===== src/rtl/ehr_pkg.sv =====
// ----------------------------------------------------------------------------
// ehr_pkg
// Shared types and request codes for the event history ring.
// ----------------------------------------------------------------------------
package ehr_pkg;

  // request codes (s_tuser)
  localparam logic [2:0] REQ_APPEND = 3'd0;
  localparam logic [2:0] REQ_CLEAR  = 3'd1;
  localparam logic [2:0] REQ_OLDER  = 3'd2;
  localparam logic [2:0] REQ_NEWER  = 3'd3;
  localparam logic [2:0] REQ_NEWEST = 3'd4;
  localparam logic [2:0] REQ_REMOVE = 3'd5;
  localparam logic [2:0] REQ_READ   = 3'd6;

  localparam int ENTRY_W = 67;

  // one log entry, stamp in the low bits
  typedef struct packed {
    logic signed [15:0] amount;
    logic        [7:0]  kind;
    logic signed [7:0]  origin;
    logic signed [2:0]  target;
    logic        [31:0] stamp;
  } entry_t;

  // one response
  typedef struct packed {
    logic               status;
    logic               entry_valid;
    entry_t             entry;
    logic        [5:0]  fill;
    logic signed [5:0]  cursor;
  } res_t;

endpackage


===== src/rtl/ehr_mem.sv =====
// ----------------------------------------------------------------------------
// ehr_mem
// Entry storage: one write port, one read port, registered read data.
// ----------------------------------------------------------------------------
module ehr_mem #(
  parameter int LOG_DEPTH = 32
) (
  input  logic                         clk,
  input  logic                         we,
  input  logic [$clog2(LOG_DEPTH)-1:0] waddr,
  input  ehr_pkg::entry_t              wdata,
  input  logic [$clog2(LOG_DEPTH)-1:0] raddr,
  output ehr_pkg::entry_t              rdata
);

  ehr_pkg::entry_t mem [LOG_DEPTH];

  always_ff @(posedge clk) begin
    if (we) begin
      mem[waddr] <= wdata;
    end
    rdata <= mem[raddr];
  end

endmodule


===== src/rtl/ehr_seq.sv =====
// ----------------------------------------------------------------------------
// ehr_seq
// Request sequencer: ring pointers, fill count, cursor, and the removal
// shift loop that walks newer entries down one slot per cycle.
// ----------------------------------------------------------------------------
module ehr_seq #(
  parameter int LOG_DEPTH = 32
) (
  input  logic                         clk,
  input  logic                         rst,
  input  logic                         in_valid,
  output logic                         in_ready,
  input  logic [2:0]                   in_req,
  input  ehr_pkg::entry_t              in_entry,
  input  logic [4:0]                   in_pos,
  output logic                         res_valid,
  input  logic                         res_take,
  output ehr_pkg::res_t                res,
  output logic                         mem_we,
  output logic [$clog2(LOG_DEPTH)-1:0] mem_waddr,
  output ehr_pkg::entry_t              mem_wdata,
  output logic [$clog2(LOG_DEPTH)-1:0] mem_raddr,
  input  ehr_pkg::entry_t              mem_rdata
);

  localparam int AW = $clog2(LOG_DEPTH);
  localparam logic [AW-1:0] LAST    = AW'(LOG_DEPTH - 1);
  localparam logic [AW:0]   FULL    = (AW+1)'(LOG_DEPTH);
  localparam logic [AW+1:0] DEPTH_W = (AW+2)'(LOG_DEPTH);
  localparam logic [AW+1:0] LAST_W  = (AW+2)'(LOG_DEPTH - 1);

  typedef enum logic [4:0] {
    S_IDLE     = 5'b00001,
    S_RD_WAIT  = 5'b00010,
    S_RM_HEAD  = 5'b00100,
    S_RM_SHIFT = 5'b01000,
    S_RESP     = 5'b10000
  } state_t;

  state_t          state, state_next;
  logic [AW-1:0]   wp, wp_next;
  logic [AW:0]     held, held_next;
  logic            sel_none, sel_none_next;
  logic [AW-1:0]   sel_idx, sel_idx_next;
  logic [AW-1:0]   cnt, cnt_next;
  logic [AW-1:0]   dst, dst_next;
  logic [AW-1:0]   src, src_next;
  logic            r_status, r_status_next;
  logic            r_ev, r_ev_next;
  ehr_pkg::entry_t r_entry, r_entry_next;

  logic [AW:0]     held_dec;
  logic [AW:0]     held_dec2;
  logic [AW-1:0]   sel_slot;
  logic [31:0]     pos32;
  logic [31:0]     held32;
  logic [31:0]     sel32;

  function automatic logic [AW-1:0] inc(input logic [AW-1:0] a);
    return (a == LAST) ? '0 : a + 1'b1;
  endfunction

  function automatic logic [AW-1:0] dec(input logic [AW-1:0] a);
    return (a == '0) ? LAST : a - 1'b1;
  endfunction

  // physical slot of position p counted from the newest entry
  function automatic logic [AW-1:0] slot(input logic [AW-1:0] w,
                                         input logic [AW-1:0] p);
    logic [AW+1:0] t;
    t = {2'b00, w} + LAST_W - {2'b00, p};
    if (t >= DEPTH_W) begin
      t = t - DEPTH_W;
    end
    return t[AW-1:0];
  endfunction

  assign held_dec  = held - 1'b1;
  assign held_dec2 = held_dec - 1'b1;
  assign sel_slot  = slot(wp, sel_idx);
  assign pos32     = 32'(in_pos);
  assign held32    = 32'(held);
  assign sel32     = 32'(sel_idx);

  assign in_ready  = (state == S_IDLE);
  assign res_valid = (state == S_RESP);

  always_comb begin
    res.status      = r_status;
    res.entry_valid = r_ev;
    res.entry       = r_entry;
    res.fill        = held32[5:0];
    res.cursor      = sel_none ? 6'sh3F : sel32[5:0];
  end

  always_comb begin
    state_next    = state;
    wp_next       = wp;
    held_next     = held;
    sel_none_next = sel_none;
    sel_idx_next  = sel_idx;
    cnt_next      = cnt;
    dst_next      = dst;
    src_next      = src;
    r_status_next = r_status;
    r_ev_next     = r_ev;
    r_entry_next  = r_entry;
    mem_we        = 1'b0;
    mem_waddr     = wp;
    mem_wdata     = in_entry;
    mem_raddr     = src;

    unique case (state)
      S_IDLE: begin
        if (in_valid) begin
          state_next    = S_RESP;
          r_status_next = 1'b0;
          r_ev_next     = 1'b0;
          r_entry_next  = '0;
          case (in_req)
            ehr_pkg::REQ_APPEND: begin
              if (in_entry.amount == '0) begin
                r_status_next = 1'b1;
              end else begin
                mem_we  = 1'b1;
                wp_next = inc(wp);
                if (held != FULL) begin
                  held_next = held + 1'b1;
                end
              end
            end
            ehr_pkg::REQ_CLEAR: begin
              held_next = '0;
              wp_next   = '0;
            end
            ehr_pkg::REQ_OLDER: begin
              if (held == '0) begin
                r_status_next = 1'b1;
              end else if (sel_none) begin
                sel_none_next = 1'b0;
                sel_idx_next  = '0;
              end else if (({1'b0, sel_idx} + 1'b1) < held) begin
                sel_idx_next = sel_idx + 1'b1;
              end
            end
            ehr_pkg::REQ_NEWER: begin
              if (held == '0) begin
                r_status_next = 1'b1;
              end else if (!sel_none && sel_idx != '0) begin
                sel_idx_next = sel_idx - 1'b1;
              end
            end
            ehr_pkg::REQ_NEWEST: begin
              if (held == '0) begin
                sel_none_next = 1'b1;
                r_status_next = 1'b1;
              end else begin
                sel_none_next = 1'b0;
                sel_idx_next  = '0;
              end
            end
            ehr_pkg::REQ_REMOVE: begin
              if (sel_none || {1'b0, sel_idx} >= held) begin
                r_status_next = 1'b1;
              end else begin
                mem_raddr  = sel_slot;
                cnt_next   = sel_idx;
                dst_next   = sel_slot;
                src_next   = inc(sel_slot);
                state_next = S_RM_HEAD;
              end
            end
            ehr_pkg::REQ_READ: begin
              if (pos32 >= held32) begin
                r_status_next = 1'b1;
              end else begin
                mem_raddr  = slot(wp, pos32[AW-1:0]);
                state_next = S_RD_WAIT;
              end
            end
            default: begin
              r_status_next = 1'b1;
            end
          endcase
        end
      end

      S_RD_WAIT: begin
        r_ev_next    = 1'b1;
        r_entry_next = mem_rdata;
        state_next   = S_RESP;
      end

      S_RM_HEAD: begin
        // removed entry arrives; read of the next newer one was issued above
        r_ev_next    = 1'b1;
        r_entry_next = mem_rdata;
        state_next   = S_RM_SHIFT;
      end

      S_RM_SHIFT: begin
        if (cnt != '0) begin
          mem_we    = 1'b1;
          mem_waddr = dst;
          mem_wdata = mem_rdata;
          dst_next  = src;
          src_next  = inc(src);
          mem_raddr = inc(src);
          cnt_next  = cnt - 1'b1;
        end
        if (cnt == '0 || cnt == AW'(1)) begin
          wp_next    = dec(wp);
          held_next  = held_dec;
          state_next = S_RESP;
          if (held_dec == '0) begin
            sel_none_next = 1'b1;
          end else if ({1'b0, sel_idx} >= held_dec) begin
            sel_idx_next = held_dec2[AW-1:0];
          end
        end
      end

      S_RESP: begin
        if (res_take) begin
          state_next = S_IDLE;
        end
      end

      default: begin
        state_next = S_IDLE;
      end
    endcase
  end

  always_ff @(posedge clk) begin
    if (rst) begin
      state    <= S_IDLE;
      wp       <= '0;
      held     <= '0;
      sel_none <= 1'b1;
      sel_idx  <= '0;
    end else begin
      state    <= state_next;
      wp       <= wp_next;
      held     <= held_next;
      sel_none <= sel_none_next;
      sel_idx  <= sel_idx_next;
    end
  end

  always_ff @(posedge clk) begin
    cnt      <= cnt_next;
    dst      <= dst_next;
    src      <= src_next;
    r_status <= r_status_next;
    r_ev     <= r_ev_next;
    r_entry  <= r_entry_next;
  end

endmodule


===== src/rtl/event_history_ring_with_removal_core.sv =====
// ----------------------------------------------------------------------------
// event_history_ring_with_removal_core
// Bounded circular event log with cursor, read and remove-at-cursor.
// ----------------------------------------------------------------------------
// Requests enter on the s_ stream: s_tuser carries the request code, s_tdata
// the entry fields and the read position. Every request produces exactly one
// transfer on the m_ stream: m_tuser flags status and entry presence, m_tdata
// carries the returned entry, the fill count and the cursor after the request.
// One request is in work at a time. Append, clear and cursor requests go
// straight to the response state, a read first waits in S_RD_WAIT for the
// registered memory data, and a remove at the cursor passes S_RM_HEAD and
// then S_RM_SHIFT, where each newer entry is moved down one slot per cycle
// through the single memory write port. The result is loaded into the
// output register from the response state; the next request is accepted
// while that result waits for m_tready.
// Synchronous reset empties the log, sets the cursor to none and drops any
// pending result; memory contents are not cleared and need no sweep.
// A stalled receiver holds the result in the output register; one more
// request is processed and its result parked, then s_tready stays low.
// ----------------------------------------------------------------------------
module event_history_ring_with_removal_core #(
  parameter int LOG_DEPTH = 32
) (
  input  logic        clk,
  input  logic        rst,
  input  logic        s_tvalid,
  output logic        s_tready,
  // stamp[31:0], target[34:32], origin_id[42:35], kind[50:43],
  // amount[66:51], position[71:67]
  input  logic [71:0] s_tdata,
  // req_type[2:0]
  input  logic [2:0]  s_tuser,
  output logic        m_tvalid,
  input  logic        m_tready,
  // out_stamp[31:0], out_target[34:32], out_origin[42:35], out_kind[50:43],
  // out_amount[66:51], fill[72:67], cursor[78:73], zero[79]
  output logic [79:0] m_tdata,
  // status[0], entry_valid[1]
  output logic [1:0]  m_tuser
);

  localparam int AW = $clog2(LOG_DEPTH);

  ehr_pkg::entry_t in_entry;
  ehr_pkg::entry_t mem_wdata;
  ehr_pkg::entry_t mem_rdata;
  ehr_pkg::res_t   res;
  logic            res_valid;
  logic            res_take;
  logic            mem_we;
  logic [AW-1:0]   mem_waddr;
  logic [AW-1:0]   mem_raddr;

  always_comb begin
    in_entry.stamp  = s_tdata[31:0];
    in_entry.target = s_tdata[34:32];
    in_entry.origin = s_tdata[42:35];
    in_entry.kind   = s_tdata[50:43];
    in_entry.amount = s_tdata[66:51];
  end

  ehr_seq #(
    .LOG_DEPTH (LOG_DEPTH)
  ) u_seq (
    .clk       (clk),
    .rst       (rst),
    .in_valid  (s_tvalid),
    .in_ready  (s_tready),
    .in_req    (s_tuser),
    .in_entry  (in_entry),
    .in_pos    (s_tdata[71:67]),
    .res_valid (res_valid),
    .res_take  (res_take),
    .res       (res),
    .mem_we    (mem_we),
    .mem_waddr (mem_waddr),
    .mem_wdata (mem_wdata),
    .mem_raddr (mem_raddr),
    .mem_rdata (mem_rdata)
  );

  ehr_mem #(
    .LOG_DEPTH (LOG_DEPTH)
  ) u_mem (
    .clk   (clk),
    .we    (mem_we),
    .waddr (mem_waddr),
    .wdata (mem_wdata),
    .raddr (mem_raddr),
    .rdata (mem_rdata)
  );

  assign res_take = res_valid && (!m_tvalid || m_tready);

  always_ff @(posedge clk) begin
    if (rst) begin
      m_tvalid <= 1'b0;
    end else if (res_take) begin
      m_tvalid <= 1'b1;
    end else if (m_tready) begin
      m_tvalid <= 1'b0;
    end
  end

  always_ff @(posedge clk) begin
    if (res_take) begin
      m_tdata <= {1'b0, res.cursor, res.fill, res.entry};
      m_tuser <= {res.entry_valid, res.status};
    end
  end

endmodule


===== config.mk =====
export PLATFORM = sky130hd
export DESIGN_NAME = event_history_ring_with_removal_core
export DESIGN_NICKNAME = d
export VERILOG_FILES = /design/src/rtl/ehr_pkg.sv /design/src/rtl/ehr_mem.sv /design/src/rtl/ehr_seq.sv /design/src/rtl/event_history_ring_with_removal_core.sv
export SDC_FILE = /design/constraint.sdc
export NUM_CORES = 2
export LEC_CHECK = 0
export BUFFER_PORTS_ARGS = -buffer_cell sky130_fd_sc_hd__buf_2
export CAP_MARGIN = 30
export CORE_UTILIZATION = 51
export DETAILED_ROUTE_END_ITERATION = 16
export PLACE_DENSITY = 0.71
export REMOVE_ABC_BUFFERS = 1
export SYNTH_ARGS = -nofsm -noshare
export SYNTH_HDL_FRONTEND = slang
export SYNTH_HIERARCHICAL = 1
export SYNTH_SLANG_ARGS = --single-unit

===== constraint.sdc =====
create_clock -name clk -period 7.3 [get_ports clk]
set_clock_uncertainty 0.15 [all_clocks]
set_input_delay 0.365 -clock clk [delete_from_list [all_inputs] [get_ports clk]]
set_output_delay 0.365 -clock clk [all_outputs]
set_load 0.01 [all_outputs]

==> results by group <==
Run status
  • Status: finished, final reports clean

Logic synthesis
  • #FFs+latches synth: 2,399
  • Synth warn: 6
  • Seq/Total Area, Yosys: 76.6%
  • Post-synth ARST share: 0%
  • Gate count of the mapped netlist: 4,764
  • Synthesized area: 92,900 um2
  • Syn Area/Cell: 19.5 um2
  • Post-synth top flop: edfxtp_1
  • Post-synthesis cell type count: 89
  • Number of flops mapped to enable cells by yosys: 2,309

Hold path
  • Hold Crit Depth: 2
  • Hold WC Path Type: primary input to register

Critical path
  • Worst r2r path cells: 13
  • Crit Path Class: register to register
  • Required @ worst endpoint: 7.89 ns
  • Ordered list of cells on the worst path: inv_1 -> ha_1 -> and2_0 -> o21ai_0 -> a41o_1 -> o211ai_1 -> a21oi_1 -> or4_2 -> and2b_4 -> buf_12 -> a22oi_1 -> a31oi_1 -> nand3_1
  • CP max stage cell: or4_2
  • CP endpoint kind: register
  • Crit-path max cell delay: 1.12 ns
  • Setup crit start kind: register
  • Critical path fanouts, max: 46
  • CP arrival: 6.15 ns

Placement
  • Placed cells: 7,170
  • Post-detail-place hpwl: 125 mm
  • # port buffers: 161
  • Routability cong.: 0.869
  • Placed Instance Area: 97,500 um2

STA
  • RSZ-0062 raised after global routing: false
  • Final setup violation count: 0
  • Hold Violations, Final: 0
  • Min Tclk post-route: 5.57 ns
  • Worst slew pin tran: 1.05 ns
  • Hold slack: 0.126 ns
  • Final period utilization: 76.3%
  • Max-Slew Margin vs Limit: 29.9%
  • Slew Limit Fails: 0
  • Fmax: 180 MHz

Final layout
  • # nets final: 5,166
  • Leading cell type in the layout, fill and taps excluded: edfxtp_1
  • Fin util: 58.0%
  • Fraction of layout cells with a size suffix above 1: 19.6%
  • Fillers: 12,900
  • Most frequent cells in the layout: 2,309 x edfxtp_1, 538 x mux2i_1, 348 x a22oi_1, 268 x mux4_2, 228 x clkbuf_16
  • Non-filler cells, final: 7,617
  • P&R area growth vs syn: 12.9%
  • Post-route design area: 105,000 um2

Route
  • Total Wirelength: 235 mm
  • Vias per inst: 6.39
  • DRT iter0 DRCs: 5,896
  • TritonRoute pass-1 iters: 8
  • Drt drc: 0
  • WL/cell: 30.8 um
  • Vias: 48,700
  • DRT antenna net count: 0

Power
  • VDD IR max: 0.000254 V
  • P_int: 0.0234 W
  • Clk network pwr share: 37.5%
  • Pwr Density: 294 nW/um2
  • P_sw: 0.00742 W
  • Reg power frac: 50.8%
  • Total power: 0.0308 W
  • Leakage: 34.5 nW
  • Switching fraction of total power: 24.1%
  • Logic pwr share: 11.7%

Clock network
  • H-tree levels: 4
  • Clock Latency Late Sink: 0.88 ns
  • Post-CTS sizing: 0
  • Clk root buf: clkbuf_16
  • Post-CTS Hold Fix Bufs: 8
  • Clk slew on worst S/H paths: 0.06 ns
  • Clock Path Buffers: 3
  • Post-CTS Setup Bufs: 0
  • Clk sink count: 2,399
  • CTS Buf Count: 227
  • CTS tree: built

Die
  • Die area: 184,000 um2
  • Io pins: 163
  • Die X: 429 um
  • Row cnt: 156
  • Initial Utilization: 51.4%
  • DIE HEIGHT: 429 um
  • Core ar.: 181,000 um2

Global routing
  • Global-route wire length before repair: 335 mm
  • Grt ovf: 0
  • Pin count of the biggest net entering global routing: 128
  • Total GRT Usage: 25.3%
  • Vias in the first global route: 47,800
  • Initial antenna violation count: 4

Job
  • Maxcap violations: 0
-- area by class of cell --
type,count,area (um2),share of cell area (%)
sequential,2399,71100,67.8
multi-input combinational,2057,20600,19.7
clock buffer,310,6110,5.83
tap,2370,2970,2.83
timing repair buffer,316,2680,2.55
clock inverter,125,1230,1.17
inverter,38,143,0.136
antenna,2,5.00,0.00477
-- layer usage --
layer,up-vias,wire length [um],GRT usage [%]
met5,-,217,0
met4,4,7000,7.81
met3,391,22400,4.34
met2,2619,114000,41.0
met1,25500,91300,35.1
li1,20100,-,-
-- power by group through the flow --
stage,registers (W),logic (W),clock network [W]
3_3_place_gp,0.0159,0.00350,0
5_1_grt,0.0157,0.00383,0.0122
4_1_cts,0.0157,0.00359,0.0117
6_report,0.0157,0.00361,0.0116
2_1_floorplan,0.0158,0.00379,0
3_5_place_dp,0.0159,0.00356,0
-- cells by family after synthesis --
logic type,after synthesis,share of synthesized area (%)
and+or+nand+nor,498,2.95
other,1,0.00404
muxes,880,13.2
adders and majority gates,48,0.663
AOI/OAI and AO/OA,600,4.72
DFF,2399,76.6
xor gates and xnor gates,30,0.298
buffers and inverters,308,1.62
-- metrics by stage --
step,TNS (ns),setup WS (ns)
after global placement,0,1.90
after global routing,0,1.57
final,0,1.73
after CTS,0,1.88
after detailed placement,0,1.92
after floorplan,-2178.51,-21.69
-- sequential cells by signal, indices dropped and copies added, names as in the netlist, 6 cells and up --
signal and flops:
u_seq/held 6, u_mem/rdata 67, u_seq/res 67, u_mem/mem 2144
m_tdata 79
-- Yosys cell counts (4+ instances only) --
library cell | count | area [um2]
a21oi_1 | 49 | 245
mux4_2 | 268 | 6040
and2_1 | 79 | 494
a21o_1 | 9 | 67.6
nor3_1 | 16 | 80.1
nand3_1 | 135 | 676
ha_1 | 46 | 576
nor4_1 | 5 | 31.3
nand3b_1 | 8 | 60.1
or2_2 | 8 | 50.1
dfxtp_1 | 90 | 1800
xnor2_1 | 18 | 158
mux2i_1 | 538 | 5390
edfxtp_1 | 2309 | 69300
nand2b_1 | 12 | 75.1
a22oi_1 | 348 | 2610
clkbuf_1 | 116 | 435
and3_1 | 6 | 37.5
buf_4 | 23 | 173
o211ai_1 | 9 | 67.6
or3_1 | 6 | 37.5
mux2_1 | 25 | 282
buf_2 | 105 | 526
nand4_1 | 36 | 225
inv_1 | 36 | 135
a211o_1 | 8 | 70.1
a221oi_1 | 4 | 35.0
mux2_2 | 49 | 552
nand2_1 | 63 | 236
nor2b_1 | 20 | 125
a211oi_1 | 9 | 67.6
a32oi_1 | 4 | 35.0
nor2_1 | 67 | 251
a31oi_1 | 48 | 300
o21ai_0 | 26 | 130
a22o_1 | 40 | 350
o31ai_1 | 9 | 67.6
xor2_1 | 11 | 96.3
or4_1 | 6 | 45.0
buf_1 | 9 | 33.8
buf_6 | 17 | 191
-- worst max-delay path, delay by kind of cell, from the launching register on --
family | cells | cell delay [ns]
and+or+nand+nor | 4 | 2.25
DFF | 1 | 0.75
buffers and inverters | 2 | 0.57
AOI/OAI and AO/OA | 6 | 1.26
adders and majority gates | 1 | 0.35
-- path summary, 6_finish.rpt --
path                                    endpoint          start  slack [ns]
worst max-delay path             u_mem/rdata[23]  u_seq/held[0]        1.73
worst min-delay path            u_mem/mem[27][0]     s_tdata[0]        0.13
worst max register to register   u_mem/rdata[23]  u_seq/held[0]        1.73
worst min register to register       m_tdata[41]  u_seq/res[53]        0.26
Power figures use the tool's default switching activity.
